File: src/hw/rtl/hdd_pkg.sv
// shared types, codes and constants for the hysteresis direction detector
package hdd_pkg;

  localparam int unsigned LevelW  = 8;
  localparam int unsigned KeepW   = 16;
  localparam int unsigned TicksW  = 20;
  localparam int unsigned CfgIdxW = 2;
  localparam int unsigned CfgDataW = 16;

  localparam logic [LevelW-1:0] MarkerByte = 8'hAB;
  localparam logic [TicksW-1:0] TickMax    = {TicksW{1'b1}};

  localparam logic [LevelW-1:0] UpperReset = 8'd150;
  localparam logic [LevelW-1:0] LowerReset = 8'd50;
  localparam logic [KeepW-1:0]  KeepReset  = 16'd1000;

  localparam logic [CfgIdxW-1:0] CFG_UPPER = 2'd0;
  localparam logic [CfgIdxW-1:0] CFG_LOWER = 2'd1;
  localparam logic [CfgIdxW-1:0] CFG_KEEP  = 2'd2;

  localparam logic [1:0] LV_NONE = 2'd0;
  localparam logic [1:0] LV_HIGH = 2'd1;
  localparam logic [1:0] LV_LOW  = 2'd2;

  localparam logic [2:0] DIR_NONE = 3'd0;
  localparam logic [2:0] DIR_HL   = 3'd1;
  localparam logic [2:0] DIR_LH   = 3'd2;
  localparam logic [2:0] DIR_POS  = 3'd3;
  localparam logic [2:0] DIR_NEG  = 3'd4;

  typedef struct packed {
    logic [LevelW-1:0] upper;
    logic [LevelW-1:0] lower;
    logic [KeepW-1:0]  keep;
  } cfg_t;

  typedef struct packed {
    logic              sample_taken;
    logic [LevelW-1:0] clamped_level;
    logic [1:0]        level_state;
    logic [2:0]        direction;
    logic              direction_event;
  } res_t;

endpackage

File: src/hw/rtl/hdd_level.sv
// clamp of one sample and the three-state hysteresis level update
module hdd_level import hdd_pkg::*; (
  input  cfg_t              cfg,
  input  logic [1:0]        cur_level,
  input  logic [LevelW-1:0] sample,
  output logic [LevelW-1:0] clamped,
  output logic [1:0]        next_level
);

  always_comb begin
    if (sample > cfg.upper) begin
      clamped = cfg.upper;
    end else if (sample < cfg.lower) begin
      clamped = cfg.lower;
    end else begin
      clamped = sample;
    end
  end

  always_comb begin
    unique case (cur_level)
      LV_NONE: begin
        if (clamped >= cfg.upper) begin
          next_level = LV_HIGH;
        end else if (clamped <= cfg.lower) begin
          next_level = LV_LOW;
        end else begin
          next_level = LV_NONE;
        end
      end
      LV_HIGH: next_level = (clamped <= cfg.lower) ? LV_LOW : LV_HIGH;
      LV_LOW:  next_level = (clamped >= cfg.upper) ? LV_HIGH : LV_LOW;
      default: next_level = LV_NONE;
    endcase
  end

endmodule

File: src/hw/rtl/hdd_track.sv
// level, direction and tick counter state with the direction classifier
module hdd_track import hdd_pkg::*; (
  input  logic              clk,
  input  logic              rst_n,
  input  logic              step_en,
  input  logic              kind,
  input  logic [LevelW-1:0] sample,
  input  cfg_t              cfg,
  output res_t              res
);

  logic [1:0]        level_r, level_nxt;
  logic [2:0]        dir_r, dir_nxt;
  logic [TicksW-1:0] ticks_r, ticks_nxt;

  logic [LevelW-1:0] clamped;
  logic [1:0]        lvl_new;
  logic [TicksW-1:0] keep_ext;
  logic [TicksW-1:0] keep_x10;
  logic [TicksW-1:0] tk_mid;
  logic [2:0]        dir_mid;
  logic              pulse;
  logic              is_sample;

  hdd_level u_level (
    .cfg        (cfg),
    .cur_level  (level_r),
    .sample     (sample),
    .clamped    (clamped),
    .next_level (lvl_new)
  );

  assign keep_ext  = {{(TicksW-KeepW){1'b0}}, cfg.keep};
  assign keep_x10  = (keep_ext << 3) + (keep_ext << 1);
  assign is_sample = !kind && (sample != MarkerByte);

  // half swing / swing completion
  always_comb begin
    dir_mid = dir_r;
    tk_mid  = ticks_r;
    pulse   = 1'b0;
    if (level_r != lvl_new) begin
      if (level_r == LV_HIGH) begin
        if (dir_r == DIR_LH) begin
          dir_mid = DIR_NEG;
          tk_mid  = '0;
          pulse   = 1'b1;
        end else if (dir_r != DIR_HL) begin
          dir_mid = DIR_HL;
          tk_mid  = '0;
        end
      end else if (level_r == LV_LOW) begin
        if (dir_r == DIR_HL) begin
          dir_mid = DIR_POS;
          tk_mid  = '0;
          pulse   = 1'b1;
        end else if (dir_r != DIR_LH) begin
          dir_mid = DIR_LH;
          tk_mid  = '0;
        end
      end
    end
  end

  always_comb begin
    level_nxt = level_r;
    dir_nxt   = dir_r;
    ticks_nxt = ticks_r;
    res.sample_taken    = 1'b0;
    res.clamped_level   = '0;
    res.direction_event = 1'b0;
    if (kind) begin
      if (ticks_r != TickMax) begin
        ticks_nxt = ticks_r + 1'b1;
      end
    end else if (is_sample) begin
      res.sample_taken  = 1'b1;
      res.clamped_level = clamped;
      level_nxt         = lvl_new;
      if (level_r == LV_NONE || lvl_new == LV_NONE) begin
        dir_nxt = DIR_NONE;
      end else begin
        dir_nxt             = dir_mid;
        ticks_nxt           = tk_mid;
        res.direction_event = pulse;
        // timeout of a half swing and fallback to none
        if (tk_mid >= keep_ext) begin
          if (dir_mid == DIR_LH) begin
            dir_nxt             = DIR_POS;
            ticks_nxt           = '0;
            res.direction_event = 1'b1;
          end else if (dir_mid == DIR_HL) begin
            dir_nxt             = DIR_NEG;
            ticks_nxt           = '0;
            res.direction_event = 1'b1;
          end else if (tk_mid >= keep_x10) begin
            dir_nxt   = DIR_NONE;
            ticks_nxt = '0;
          end
        end
      end
    end
    res.level_state = level_nxt;
    res.direction   = dir_nxt;
  end

  always_ff @(posedge clk) begin
    if (!rst_n) begin
      level_r <= LV_NONE;
      dir_r   <= DIR_NONE;
      ticks_r <= '0;
    end else if (step_en) begin
      level_r <= level_nxt;
      dir_r   <= dir_nxt;
      ticks_r <= ticks_nxt;
    end
  end

  a_event_clears_ticks: assert property (@(posedge clk) disable iff (!rst_n)
    (step_en && res.direction_event) |=> (ticks_r == '0))
    else $error("direction event without counter restart");

  a_none_level_none_dir: assert property (@(posedge clk) disable iff (!rst_n)
    (step_en && res.sample_taken && res.level_state == LV_NONE) |=> (dir_r == DIR_NONE))
    else $error("direction kept while level is none");

  a_tick_keeps_dir: assert property (@(posedge clk) disable iff (!rst_n)
    (step_en && kind) |=> (dir_r == $past(dir_r) && level_r == $past(level_r)))
    else $error("tick beat changed level or direction");

endmodule

File: src/hw/rtl/hysteresis_direction_detector_unit.sv
// top level of the hysteresis direction detector: handshake, config and pipeline registers
//
// One beat in, one beat out. Each input beat (a sample byte or a one millisecond tick)
// is captured in an input register, goes through the clamp, hysteresis and direction
// logic combinationally and lands in the result register; a new beat is taken every
// cycle as long as the result side keeps up. The level, direction and saturating
// 20-bit tick counter update as the beat leaves the input register, so back-to-back
// beats see each other's effect. Configuration writes take effect on the next beat
// that is processed.
module hysteresis_direction_detector_unit import hdd_pkg::*; (
  input  logic                clk,
  input  logic                rst_n,
  input  logic                cfg_we,
  input  logic [CfgIdxW-1:0]  cfg_index,
  input  logic [CfgDataW-1:0] cfg_data,
  input  logic                in_valid,
  output logic                in_stall,
  input  logic                in_kind,
  input  logic [LevelW-1:0]   in_sample_byte,
  output logic                out_valid,
  input  logic                out_stall,
  output logic                out_sample_taken,
  output logic [LevelW-1:0]   out_clamped_level,
  output logic [1:0]          out_level_state,
  output logic [2:0]          out_direction,
  output logic                out_direction_event
);

  cfg_t              cfg_r;
  logic              s1_valid_r;
  logic              s1_kind_r;
  logic [LevelW-1:0] s1_byte_r;
  logic              out_valid_r;
  res_t              out_r;
  res_t              res;
  logic              out_free;
  logic              s1_adv;
  logic              in_fire;

  always_ff @(posedge clk) begin
    if (!rst_n) begin
      cfg_r.upper <= UpperReset;
      cfg_r.lower <= LowerReset;
      cfg_r.keep  <= KeepReset;
    end else if (cfg_we) begin
      unique case (cfg_index)
        CFG_UPPER: cfg_r.upper <= cfg_data[LevelW-1:0];
        CFG_LOWER: cfg_r.lower <= cfg_data[LevelW-1:0];
        CFG_KEEP:  cfg_r.keep  <= cfg_data[KeepW-1:0];
        default: ;
      endcase
    end
  end

  assign out_free = !out_valid_r || !out_stall;
  assign s1_adv   = s1_valid_r && out_free;
  assign in_stall = s1_valid_r && !out_free;
  assign in_fire  = in_valid && !in_stall;

  // input register
  always_ff @(posedge clk) begin
    if (!rst_n) begin
      s1_valid_r <= 1'b0;
    end else if (in_fire) begin
      s1_valid_r <= 1'b1;
    end else if (s1_adv) begin
      s1_valid_r <= 1'b0;
    end
  end

  always_ff @(posedge clk) begin
    if (in_fire) begin
      s1_kind_r <= in_kind;
      s1_byte_r <= in_sample_byte;
    end
  end

  hdd_track u_track (
    .clk     (clk),
    .rst_n   (rst_n),
    .step_en (s1_adv),
    .kind    (s1_kind_r),
    .sample  (s1_byte_r),
    .cfg     (cfg_r),
    .res     (res)
  );

  // result register
  always_ff @(posedge clk) begin
    if (!rst_n) begin
      out_valid_r <= 1'b0;
    end else if (s1_adv) begin
      out_valid_r <= 1'b1;
    end else if (!out_stall) begin
      out_valid_r <= 1'b0;
    end
  end

  always_ff @(posedge clk) begin
    if (s1_adv) begin
      out_r <= res;
    end
  end

  assign out_valid           = out_valid_r;
  assign out_sample_taken    = out_r.sample_taken;
  assign out_clamped_level   = out_r.clamped_level;
  assign out_level_state     = out_r.level_state;
  assign out_direction       = out_r.direction;
  assign out_direction_event = out_r.direction_event;

  // with keep zero a completed swing falls straight back to none in the same beat
  a_event_dir: assert property (@(posedge clk) disable iff (!rst_n)
    (out_valid_r && out_r.direction_event) |->
      (out_r.direction == DIR_POS || out_r.direction == DIR_NEG ||
       out_r.direction == DIR_NONE))
    else $error("direction event with a half swing direction");

  a_no_sample_fields: assert property (@(posedge clk) disable iff (!rst_n)
    (out_valid_r && !out_r.sample_taken) |->
      (out_r.clamped_level == '0 && !out_r.direction_event))
    else $error("non-sample beat carries level or event");

  a_reset_empty: assert property (@(posedge clk)
    !rst_n |=> (!out_valid_r && !s1_valid_r))
    else $error("pipeline not empty after reset");

endmodule
File: config.mk
export PLATFORM = sky130hd
export DESIGN_NAME = hysteresis_direction_detector_unit
export DESIGN_NICKNAME = d
export VERILOG_FILES = /design/src/hw/rtl/hdd_pkg.sv /design/src/hw/rtl/hdd_level.sv /design/src/hw/rtl/hdd_track.sv /design/src/hw/rtl/hysteresis_direction_detector_unit.sv
export SDC_FILE = /design/constraint.sdc
export NUM_CORES = 1
export LEC_CHECK = 0
export BUFFER_PORTS_ARGS = -buffer_cell sky130_fd_sc_hd__buf_4
export CORE_MARGIN = 2
export CORE_UTILIZATION = 65
export CTS_CLUSTER_SIZE = 10
export DETAILED_ROUTE_END_ITERATION = 16
export PLACE_DENSITY = 0.95
export SKIP_CTS_REPAIR_TIMING = 1
export SLEW_MARGIN = 20
export SYNTH_ARGS = -nofsm -noshare
export SYNTH_HDL_FRONTEND = slang
export SYNTH_SLANG_ARGS = --single-unit
File: constraint.sdc
create_clock -name clk -period 21 [get_ports clk]
set_input_delay 6.3 -clock clk [delete_from_list [all_inputs] [get_ports clk]]
set_output_delay 6.3 -clock clk [all_outputs]
set_load 0.05 [all_outputs]
* Word level (Yosys, flattened, before mapping)
Cells that the tools add are included.
Word-level totals: register bits 83, input port bits 32, output and inout port bits 17, logic and storage cells 113
Operators by class: $add $sub $neg 2, magnitude comparators 6, eq/ne operators 16, mux-type cells 51, bitwise gates (word level) 1, reductions and logical operators 22
Operator list (number):
- 20-bit 2-to-1 mux | 15
- 3-bit 2-to-1 mux | 14
- 19-bit by 17-bit adder with 20-bit output | 1
- 20-bit by 1-bit adder with 20-bit output (second input constant) | 1
- 20-bit by 16-bit >= comparator with 1-bit output | 1
- 20-bit >= comparator | 1
- 20-bit != test (second input constant) | 1
- 8-bit 2-to-1 mux | 2
- 1-bit 2-to-1 mux | 12
- 2-bit 2-to-1 mux | 6
- 9-bit 2-to-1 mux | 1
- 8-bit >= comparator | 1
- 8-bit > comparator | 1
- 8-bit <= comparator | 1
- 8-bit < comparator | 1
- 8-bit != test (second input constant) | 1
- 3-bit by 1-bit equality test with 1-bit output (second input constant) | 2
- 3-bit by 2-bit equality test with 1-bit output (second input constant) | 2
- 2-bit zero test | 3
- 2-bit case mux with 3 select lines | 1
- 2-bit AND reduction | 3
- 1-bit zero test | 5
- 2-bit by 1-bit equality test with 1-bit output (second input constant) | 2
- 2-bit equality test (second input constant) | 2
- 12 further kinds | 18

* Depth between registers and ports, before layout
Gate-level depths: netlist of run 1.
word-level depth 17, depth in mapped cells 35, depth with buffers taken out 32

* By module
A second synthesis of run 1 with hierarchy kept.
Unflattened totals: cells, all modules 710, area, all modules 6248.5 µm²
Modules (own cells, without submodules):
- hdd_track | instances 1, cells an instance 436, area each 3196.8 µm², seq. area each 500.5 µm²
- hysteresis_direction_detector_unit | instances 1, cells an instance 164, area each 2103.3 µm², seq. area each 1401.3 µm²
- hdd_level | instances 1, cells an instance 110, area each 948.4 µm², seq. area each 0.0 µm²

* Worst setup path before layout of run 1
No wires, ideal clock.
kind input to output, start in out_stall, end out in_stall, data arrival time 6.781 ns, required time 14.700 ns, slack 7.919 ns, cell stages on the path 1, buffers on the path 0, cells stage by stage and3_1
On the way: word-level cells in the longest chain between the ends 4
Ends and longest elaborated chain:
- start: declaration | RTL line hysteresis_direction_detector_unit.sv:21 | input logic out_stall,
- 1-bit zero test
- 1-bit logical OR | RTL line hysteresis_direction_detector_unit.sv:55 | assign out_free = !out_valid_r || !out_stall;
- 1-bit zero test | RTL line hysteresis_direction_detector_unit.sv:57 | assign in_stall = s1_valid_r && !out_free;
- 1-bit logical AND | RTL line hysteresis_direction_detector_unit.sv:57
- end: declaration | RTL line hysteresis_direction_detector_unit.sv:17 | output logic in_stall,
No other way between the ends.

* Final worst setup path of run 1
Same ends and word-level chain as after synthesis.

==> summary.txt, run 1 <==
Timing
  • Worst slew margin: 26.2%
  • Final hold violation count: 0
  • Hold WS: 0.502 ns
  • Tightest Pin Transition: 1.10 ns
  • Layout Skew: 0.0106 ns
  • RSZ-0062 raised after global routing: no
  • Setup TNS: 0 ns
  • Final period utilization: 62.5%
  • Slew Limit Fails: 0
  • # setup viols final: 0
  • Final min period: 13.12 ns
  • Max Freq: 76.2 MHz

Place
  • Quantity of I/O buffers inserted on ports: 48
  • Post-placement cell area: about 6500 µm²
  • HPWL after detailed placement: around 12000 µm
  • GP Congestion: 0.927

Final layout
  • Final net count: just under 900
  • Utilization after layout: 73.1%
  • Most frequent cells in the layout: ha_1, nand2_1, dfxtp_1
  • Commonest non-fill, non-tap cell in the layout: ha_1
  • Ratio of cells with drive above 1 in the final layout: 10.4%
  • Area delta synth->final: 9.93%
  • Post-route design area: 6690 µm²
  • Diodes inserted: 0

Floorplanning
  • Placement row count: 35
  • Die height: between 100 and 150 µm
  • # IOs: 49
  • Core area: ~9200 µm²
  • Starting density of the core: 66.5%
  • Die ar.: 10200 µm²
  • Die width: 101 µm

Critical path
  • Kind of critical path: in2out
  • Slowest stage cell, crit path: and3_1
  • Worst Path Required: 14.70 ns
  • WP depth: 3
  • Critical Path Start: out_stall
  • WP buf/inv: 2
  • Critical Path Most Common Cell: buf_4
  • Crit path launch type: input pin
  • Crit path capture type: output port
  • Worst path cell trace: buf_4, and3_1, buf_4
  • CP Capture Point: in_stall
  • Cell family with most CP delay: buffers and inverters
  • R2R Path End: u_track.ticks_r[4]
  • CP max stage delay: ~0.2 ns
  • R2R depth: 31
  • RR Startpoint: s1_byte_r[1]
  • R2R Setup Slk: 12.69 ns
  • Worst endpoint data arrival time: 6.82 ns
  • CP max FO: 3

Clock tree
  • Maximum clock insertion buffer count: 2
  • CTS tree: done
  • Clk slew on worst S/H paths: roughly 0.080 ns
  • Clock root cell: clkbuf_8
  • Clock Latency Late Sink: 0.37 ns
  • H-Tree Depth: 3
  • Clock tree sinks: 83
  • TritonCTS buffer count: 9

Global route
  • Largest net degree at the start of global routing: 36
  • GRT Overall Usage: 32.2%
  • Global-route wire length before repair: between 20000 and 30000 µm
  • Initial antenna violation count: 0
  • Vias in the first global route: 5749
  • Remaining Overflow, GRT: 0

Power
  • Maximum VDD drop: 50.5 µV
  • Sw Pwr: 128 µW
  • Net Sw Frac: about a third
  • Power Density: 58.4 nW/µm²
  • Logic pwr share: 25.2%
  • Internal power: roughly 260 µW
  • Leakage: 0.00294 µW
  • Clock share of power: 29.8%
  • Seq pwr share: between 40% and 50%

Yosys
  • Synth Register Bits: 83
  • Synth Net Count: 834
  • Synth Area per Inst: 8.50 µm²
  • Syn Inst Count: 716
  • Yosys cell types: 63
  • Most used DFF post-synth: dfxtp_1
  • Post-Syn Area: 6090 µm²
  • Post-synth EDFFs: 24
  • YS warnings: 0
  • Register area share after synthesis: between 30% and 40%
  • FFs w/ async S/R, synth: 0%

Worst hold path
  • Worst hold-check path type: reg2reg

Routing
  • WL final: 15900 µm
  • Remaining antenna violation count: 0
  • Initial DRC Count: approximately 380
  • DR vias: 5780
  • Drt via density: 6.65
  • Drt first pass iters: 5
  • Post-DR wirelength/cell: around 18 µm
  • Drt drc: 0

Outcome
  • Status: finished clean

Job
  • Max-Cap Viols: 0
==> final cells by class <==
| class | instances | area [µm²] |
|---|---|---|
| multi-input combinational | 565 | 3910 |
| fill | 645 | 2460 |
| sequential | 83 | 1900 |
| timing repair buffer | 51 | 383 |
| inverter | 43 | 161 |
| tap | 111 | 139 |
| clock buffer | 10 | 128 |
| clock inverter | 6 | 63.8 |
==> power by group through the flow <==
stage | Combinational (µW) | Sequential (µW) | Clock [µW]
after floorplan | 62.3 | 184 | 0
after global placement | 86.9 | 179 | 0
after detailed placement | 93.4 | 179 | 0
after CTS | 95.7 | 176 | 116
after global routing | 107 | 177 | 124
final | 98.5 | 176 | 116
==> per-stage QoR <==
stage	cells	power, µW	setup WS, ns
floorplan	716	246	7.92
global placement	853	266	7.90
detailed placement	853	273	7.88
finish	869	391	7.88
CTS	869	388	7.88
global route	869	407	7.86
==> worst min path at each step <==
| stage | start | to | slack (ns) | cells past startpoint |
|---|---|---|---|---|
| finish | u_track.ticks_r[10] | u_track.ticks_r[10] | 0.50 | 1 |
| global route | u_track.ticks_r[1] | u_track.ticks_r[1] | 0.53 | 2 |
| CTS | u_track.ticks_r[6] | u_track.ticks_r[6] | 0.50 | 1 |
| detailed placement | u_track.ticks_r[6] | u_track.ticks_r[6] | 0.48 | 1 |
| global placement | s1_valid_r | out_valid | 0.46 | 2 |
| floorplan | u_track.ticks_r[6] | u_track.ticks_r[6] | 0.44 | 1 |
==> state kept, by name, summed over array words and instances, names as in the netlist <==
register and cells:
out_level_state 2, s1_byte_r 8, s1_kind_r 1, cfg_r 32
u_track.ticks_r 20, out_valid 1, u_track.dir_r 3, u_track.level_r 2
out_sample_taken 1, out_direction_event 1, out_direction 3, s1_valid_r 1
out_clamped_level 8
==> cells in the mapped netlist (9+ instances only) <==
cell / instances / area share (%)
mux2i_1: 14 / 2.3
nand2b_1: 9 / 0.93
xnor2_1: 10 / 1.4
inv_1: 43 / 2.7
edfxtp_1: 24 / 12
o211ai_1: 15 / 1.9
a31oi_1: 16 / 1.6
nand4_1: 11 / 1.1
nor3_1: 10 / 0.82
ha_1: 85 / 17
and2_1: 30 / 3.1
nand2_1: 81 / 5.0
clkbuf_1: 20 / 1.2
o21ai_0: 41 / 3.4
a21oi_1: 57 / 4.7
nor2_1: 51 / 3.1
dfxtp_1: 59 / 19
nand3_1: 16 / 1.3
a21o_1: 25 / 3.1
==> logic make-up after synthesis <==
| family | count (synthesis) | share of synthesized area, % |
|---|---|---|
| AO/OA/AOI/OAI | 206 | 22.1 |
| XOR/XNOR | 16 | 2.30 |
| adder cells (fa/ha/maj) | 86 | 17.8 |
| buffers and inverters | 68 | 4.50 |
| flip-flops | 83 | 31.2 |
| multiplexers | 15 | 2.49 |
| AND/OR/NAND/NOR | 242 | 19.5 |
==> per-layer routing <==
metal / vias up / track usage (%) / wire, µm
met3: 91 / 5.83 / 1220
li1: 2680 / - / -
met4: 0 / 17.5 / 760
met5: - / 0 / 0
met2: 343 / 58.3 / 7970
met1: 2666 / 35.5 / 5920
(Power assumes the default switching activity.)
==> run 2: changes to the inputs <==
--- a/config.mk
+++ b/config.mk
@@ -5,12 +5,13 @@
 export SDC_FILE = /design/constraint.sdc
 export NUM_CORES = 1
 export LEC_CHECK = 0
+export ABC_AREA = 1
 export BUFFER_PORTS_ARGS = -buffer_cell sky130_fd_sc_hd__buf_4
 export CORE_MARGIN = 2
-export CORE_UTILIZATION = 65
+export CORE_UTILIZATION = 62
 export CTS_CLUSTER_SIZE = 10
 export DETAILED_ROUTE_END_ITERATION = 16
-export PLACE_DENSITY = 0.95
+export PLACE_DENSITY = 0.92
 export SKIP_CTS_REPAIR_TIMING = 1
 export SLEW_MARGIN = 20
 export SYNTH_ARGS = -nofsm -noshare
==> constraint.sdc (replaced) <==
create_clock -name clk -period 13.5 [get_ports clk]
set_input_delay 4.05 -clock clk [delete_from_list [all_inputs] [get_ports clk]]
set_output_delay 4.05 -clock clk [all_outputs]
set_load 0.05 [all_outputs]
==> run 2 against run 1 <==
Against the previous run:
- largest power group unchanged
- clock power increased by 57%
- die area increased by 10%
- total power increased by 89%
==> summary.txt, run 2 <==
Yosys
  • Post-synthesis cell type with the largest combined area: dfxtp_1
  • Post-Syn Area: 6430 µm² (+5.7%)
  • Most used DFF post-synth: dfxtp_1
  • FFs w/ async S/R, synth: 0% (unchanged)
  • Synth Net Count: 979 (+17%)
  • Post-synth EDFFs: 24 (unchanged)
  • Synth top area cells: dfxtp_1, ha_1, edfxtp_1
  • Syn Inst Count: 861 (+20%)
  • Most common cell in the netlist: nand2_1
  • Synth Area per Inst: 7.47 µm² (-12%)
  • Yosys cell types: 49 (-22%)
  • Top cell type's share of synthesized area: 18.4% (-1.0 points)
  • Synth Register Bits: 83 (unchanged)
  • Register area share after synthesis: 29.6% (-1.7 points)
  • Post-synth top cells: nand2_1, inv_1, a21oi_1
  • YS warnings: 0 (unchanged)

Routing
  • Initial DRC Count: 332 (-12%)
  • Post-DR wirelength/cell: 14.5 µm (-21%)
  • DR vias: 6052 (+4.7%)
  • Drt drc: 0 (unchanged)
  • Remaining antenna violation count: 0 (unchanged)
  • Drt via density: 5.82 (-12%)
  • Drt first pass iters: 6 (+1)
  • WL final: 15000 µm (-5.2%)

Power
  • Sw Pwr: 287 µW (+120%)
  • Logic pwr share: 36.5% (+11 points)
  • Power Density: 105 nW/µm² (+79%)
  • Net Sw Frac: 38.9% (+6.2 points)
  • Leakage: 0.00326 µW (+11%)
  • Internal power: 451 µW (+72%)
  • Clock share of power: 24.7% (-5.1 points)
  • Seq pwr share: 38.8% (-6.2 points)
  • Maximum VDD drop: 55.1 µV (+9.2%)

Clock tree
  • Maximum clock insertion buffer count: 2 (unchanged)
  • CTS tree: done
  • Clock Latency Late Sink: 0.37 ns (about the same)
  • H-Tree Depth: 3 (unchanged)
  • Clock tree sinks: 83 (unchanged)
  • Clk slew on worst S/H paths: 0.09 ns (about the same)
  • TritonCTS buffer count: 9 (unchanged)
  • Clock root cell: clkbuf_8

Critical path
  • R2R Path End: u_track.ticks_r[16]
  • Worst Path Required: 9.45 ns (-5.25 ns)
  • Worst endpoint data arrival time: 4.53 ns (-2.29 ns)
  • Crit path capture type: output port
  • R2R Setup Slk: 7.26 ns (-5.43 ns)
  • CP max stage delay: 0.21 ns (about the same)
  • Slowest stage cell, crit path: buf_4
  • WP buf/inv: 2 (unchanged)
  • Cell family with most CP delay: buffers and inverters
  • RR Startpoint: s1_byte_r[1]
  • R2R depth: 37 (+19%)
  • Critical Path Most Common Cell: buf_4
  • Worst path cell trace: buf_4, nand2_1, nor2_1, buf_4
  • Kind of critical path: in2out
  • CP max FO: 3 (unchanged)
  • Crit path launch type: input pin

Global route
  • GRT Overall Usage: 27.6% (-4.6 points)
  • Initial antenna violation count: 0 (unchanged)
  • Global-route wire length before repair: 25100 µm (-4.4%)
  • Vias in the first global route: 5459 (-5.0%)
  • Largest net degree at the start of global routing: 53 (+47%)
  • Remaining Overflow, GRT: 0 (unchanged)

Place
  • Post-placement cell area: 6850 µm² (+5.4%)
  • GP Congestion: 0.924 (-0.27%)
  • Quantity of I/O buffers inserted on ports: 48 (unchanged)
  • Cells after DPL: 1023 (+20%)
  • HPWL after detailed placement: 11100 µm (-4.2%)

Timing
  • Final min period: ~8.6 ns
  • Setup TNS: 0 ns (unchanged)
  • Slew Limit Fails: 0 (unchanged)
  • RSZ-0062 raised after global routing: no
  • Layout Skew: 0.00873 ns (-0.00192 ns)
  • Max Freq: roughly 120 MHz
  • Tightest Pin Transition: 1.18 ns (+0.0806 ns)
  • Worst slew margin: 20.7% (-5.5 points)
  • # setup viols final: 0 (unchanged)
  • Final period utilization: between 60% and 70%
  • Final hold violation count: 0 (unchanged)

Floorplanning
  • Die ar.: 11200 µm² (+10%)
  • Die width: 106 µm (+5.1%)
  • # IOs: 49 (unchanged)
  • Starting density of the core: 63.2% (-3.3 points)
  • Die height: 106 µm (+5.1%)
  • Core area: 10200 µm² (+11%)
  • Placement row count: 37 (+5.7%)

Final layout
  • Biggest regs: cfg_r: 32 flops, u_track.ticks_r: 20 flops
  • Biggest register: cfg_r
  • Non-Filler Instances: 1039 (+20%)
  • # fillers: 811 (+26%)
  • Most frequent cells in the layout: nand2_1, inv_1, a21oi_1
  • Number of flip-flops in the largest register: 32 (unchanged)
  • Final net count: 1016 (+17%)
  • Area delta synth->final: 9.47%
  • Post-route design area: 7040 µm² (+5.3%)
  • Commonest non-fill, non-tap cell in the layout: nand2_1
  • Ratio of cells with drive above 1 in the final layout: 12.5% (+2.1 points)
  • Diodes inserted: 0 (unchanged)

Worst hold path
  • Worst hold-check path type: reg2reg
  • Min-delay src: s1_valid_r
  • Worst Hold Depth: 2 (+1)
  • Hold EP: out_valid

Job
  • Max-Cap Viols: 0 (unchanged)

Outcome
  • Status: finished clean
## run 2: changes by cell type after synthesis, moves of 9 or more
cell | before | now
nand4_1 | 11 | 31
a21oi_1 | 57 | 111
o21ai_1 | 7 | 24
nand2b_1 | 9 | 0
inv_2 | 0 | 9
nand2_1 | 81 | 135
nand2_2 | 0 | 11
and2_1 | 30 | 1
a21o_1 | 25 | 1
mux2i_1 | 14 | 0
a31oi_1 | 16 | 4
inv_1 | 43 | 112
nor2_1 | 51 | 63
## run 2: worst register-to-register path, delay by kind of cell (launching register included)
| kind | cells | cell delay, ns |
|---|---|---|
| AOI/OAI and AO/OA | 11 | 1.81 |
| adders and majority gates | 3 | 0.86 |
| buffers and inverters | 2 | 0.57 |
| DFF | 1 | 0.47 |
| and+or+nand+nor | 21 | 2.48 |
## run 2: how the worst max path moves through the flow
stage	from	endpoint	slack [ns]	depth (start not counted)
after floorplan	out_stall	in_stall	4.63	2
after global placement	out_stall	in_stall	4.92	4
after detailed placement	out_stall	in_stall	4.91	4
after CTS	out_stall	in_stall	4.91	4
after global routing	out_stall	in_stall	4.82	4
final	out_stall	in_stall	4.92	4
## run 2: kinds of logic (layout without fill, tap and decap cells)
group                    after synthesis  count (layout)  synth area share, %
AO/OA/AOI/OAI                        231             231                 20.0
buffers and inverters                148             190                 9.18
XOR/XNOR                              15              15                 2.04
adder cells (fa/ha/maj)               86              86                 16.8
AND/OR/NAND/NOR                      298             298                 22.4
flip-flops                            83              83                 29.6
## run 2: metal layers
metal	track usage [%]	up-vias	share of wire (%)
met5	0	-	0
met4	10.7	0	2.3
met3	3.28	32	6.6
met2	44.1	255	47
met1	38.3	2747	45
li1	-	3018	-
## run 2: final cells by class
class                   count  area [µm²]  share of cell area, %
clock buffers              10         128                   1.81
multi-input cells         630        3940                   56.0
well taps                 136         170                   2.42
repair buffers             49         368                   5.22
flip-flops and latches     83        1900                   27.0
clock inverters             6        65.1                  0.924
inverters                 125         469                   6.66
## run 2: power by group through the flow
stage	logic, µW	clock network, µW	registers [µW]
floorplan	200	0	299
global placement	253	0	291
detailed placement	261	0	292
CTS	265	182	286
global route	299	194	289
finish	269	182	286
## run 2: through the flow
stage	hold WS, ns	setup slack (ns)	util (%)	total power [µW]
2_1_floorplan	0.457	4.63	-	500
5_1_grt	0.522	4.82	69.1	782
6_report	0.497	4.92	69.1	738
3_3_place_gp	0.475	4.92	67.2	544
4_1_cts	0.494	4.91	69.1	733
3_5_place_dp	0.480	4.91	67.2	553
==> run 3: changes to the inputs <==
==> constraint.sdc (replaced) <==
create_clock -name clk -period 7.9 [get_ports clk]
set_input_delay 2.37 -clock clk [delete_from_list [all_inputs] [get_ports clk]]
set_output_delay 2.37 -clock clk [all_outputs]
set_load 0.05 [all_outputs]
==> run 3 against run 2 <==
Against the previous run:
- clock skew rose by 0.00074 ns
- critical path depth rose by 33
- cell count stayed put
- routed wire length decreased by 0.11%
- worst setup slack got worse by 2.9 ns
- global-route usage is 0.33 points higher
- register-to-register slack lost 5.2 ns
- via count decreased by 1.5%
- largest cell class unchanged
- largest power group unchanged
- sequential share of layout area is essentially flat
- combinational power grew 70%
- utilization grew 0.062 points
==> summary.txt, run 3 (synthesized netlist as in run 2, its figures left out) <==
Critical path
  • CP max FO: 21 (+18)
  • Slowest stage cell, crit path: o21ai_2
  • Worst Path Required: 8.22 ns (-1.23 ns)
  • Kind of critical path: reg2reg
  • RR Startpoint: cfg_r[27]
  • Worst endpoint data arrival time: 6.17 ns (+1.64 ns)
  • CP max stage delay: 0.37 ns (+0.16 ns)
  • R2R Path End: u_track.ticks_r[16]
  • Crit path launch type: register
  • R2R Setup Slk: 2.05 ns (-5.21 ns)
  • Critical Path Most Common Cell: nand2_1
  • Crit path capture type: register
  • R2R depth: 37 (unchanged)

Clock tree
  • CTS tree: done
  • Clk slew on worst S/H paths: 0.09 ns (about the same)
  • H-Tree Depth: 3 (unchanged)
  • TritonCTS buffer count: 9 (unchanged)
  • Clock root cell: clkbuf_8
  • Clock tree sinks: 83 (unchanged)
  • Maximum clock insertion buffer count: 2 (unchanged)
  • Clock Latency Late Sink: 0.38 ns (about the same)

Power
  • Sw Pwr: 503 µW (+75%)
  • Seq pwr share: 38.7% (about the same)
  • Leakage: 0.00327 µW (+0.42%)
  • Clock share of power: 25.2% (+0.5 points)
  • Net Sw Frac: 39.7% (+0.84 points)
  • Internal power: 764 µW (+69%)
  • Maximum VDD drop: 116 µV (+110%)
  • Power Density: 180 nW/µm² (+71%)
  • Logic pwr share: 36.1% (-0.4 points)

Global route
  • Global-route wire length before repair: 25400 µm (+1.1%)
  • Initial antenna violation count: 0 (unchanged)
  • Largest net degree at the start of global routing: 53 (unchanged)
  • GRT Overall Usage: 27.9% (+0.33 points)
  • Vias in the first global route: 5601 (+2.6%)
  • Remaining Overflow, GRT: 0 (unchanged)

Timing
  • Setup TNS: 0 ns (unchanged)
  • Max Freq: 171 MHz
  • Final hold violation count: 0 (unchanged)
  • Final min period: 5.85 ns
  • RSZ-0062 raised after global routing: no
  • Tightest Pin Transition: 0.994 ns (-0.187 ns)
  • Final period utilization: about three quarters
  • Layout Skew: 0.00947 ns (+0.000744 ns)
  • Slew Limit Fails: 0 (unchanged)
  • Worst slew margin: 33.2% (+13 points)
  • # setup viols final: 0 (unchanged)

Outcome
  • Status: finished clean

Job
  • Max-Cap Viols: 0 (unchanged)

Routing
  • WL final: 15000 µm (-0.11%)
  • Initial DRC Count: 382 (+15%)
  • Drt via density: 5.74 (-1.5%)
  • DR vias: 5962 (-1.5%)
  • Remaining antenna violation count: 0 (unchanged)
  • Post-DR wirelength/cell: 14.5 µm (-0.11%)
  • Drt first pass iters: 5 (-1)
  • Drt drc: 0 (unchanged)

Floorplanning
  • Die width: 106 µm (unchanged)
  • # IOs: 49 (unchanged)
  • Placement row count: 37 (unchanged)
  • Core area: 10200 µm² (unchanged)
  • Die height: 106 µm (unchanged)
  • Die ar.: 11200 µm² (unchanged)
  • Starting density of the core: 63.2% (unchanged)

Final layout
  • Non-Filler Instances: 1039 (unchanged)
  • Most frequent cells in the layout: nand2_1, inv_1, a21oi_1
  • Post-route design area: 7050 µm² (about the same)
  • Final net count: 1016 (unchanged)
  • Biggest register: cfg_r
  • Utilization after layout: 69.2% (about the same)
  • Biggest regs: cfg_r: 32 flops, u_track.ticks_r: 20 flops
  • Ratio of cells with drive above 1 in the final layout: 12.7% (+0.22 points)
  • Diodes inserted: 0 (unchanged)
  • Number of flip-flops in the largest register: 32 (unchanged)
  • Area delta synth->final: 9.57% (about the same)
  • Commonest non-fill, non-tap cell in the layout: nand2_1

Place
  • Cells after DPL: 1023 (unchanged)
  • Quantity of I/O buffers inserted on ports: 48 (unchanged)
  • Post-placement cell area: 6850 µm² (unchanged)
  • GP Congestion: 0.927 (+0.29%)
  • HPWL after detailed placement: 11400 µm (+2.8%)

Worst hold path
  • Worst Hold Depth: 2 (unchanged)
  • Hold EP: out_valid
  • Min-delay src: s1_valid_r
  • Worst hold-check path type: reg2reg
## run 3: changes by cell type in the layout (fill, tap and decap cells not counted), sizes merged
cell and change:
inv +5, clkinv -2, clkinvlp -2, bufinv -1
## run 3: worst max-delay path by stage
stage	startpoint	end	cells after the start
global placement	s1_byte_r[7]	out_direction_event	33
floorplan	out_stall	in_stall	2
detailed placement	s1_byte_r[1]	u_track.ticks_r[16]	37
global route	cfg_r[27]	u_track.ticks_r[9]	36
finish	cfg_r[27]	u_track.ticks_r[16]	37
CTS	s1_byte_r[1]	u_track.ticks_r[16]	35
## run 3: power by group through the flow
stage          Sequential (µW)  Clock, µW  Combinational [µW]
5_1_grt                    493        337                 513
3_5_place_dp               499          0                 447
2_1_floorplan              512          0                 343
6_report                   490        319                 458
4_1_cts                    489        322                 452
3_3_place_gp               498          0                 434
## run 3: area by class of cell
class	instances	area, µm²
multi-input cells	630	3940
well taps	136	170
flip-flops and latches	83	1900
inverters	125	469
clock inverters	6	50.0
fillers	789	3140
clock buffers	10	149
repair buffers	49	368
## run 3: routing by layer
layer | global-route usage [%] | vias up | part of all wire, %
met1 | 38.0 | 2709 | 45
met3 | 3.34 | 28 | 6.0
met5 | 0 | - | 0
met2 | 45.3 | 204 | 47
li1 | - | 3021 | -
met4 | 11.0 | 0 | 2.0
## run 3: critical path, delay by kind of cell, from the launching register on
kind,cells,cell delay [ns]
buf+inv,3,0.52
compound gates,9,1.43
flops,1,0.34
fa+ha+maj,3,0.88
simple gates,22,2.57
## run 3: metrics by stage
step / worst slack (ns) / hold slack [ns] / power, µW
floorplan: 2.39 / 0.457 / 854
global placement: 2.36 / 0.470 / 932
detailed placement: 2.23 / 0.481 / 946
CTS: 2.18 / 0.494 / 1260
global route: 1.47 / 0.520 / 1340
finish: 2.05 / 0.493 / 1270
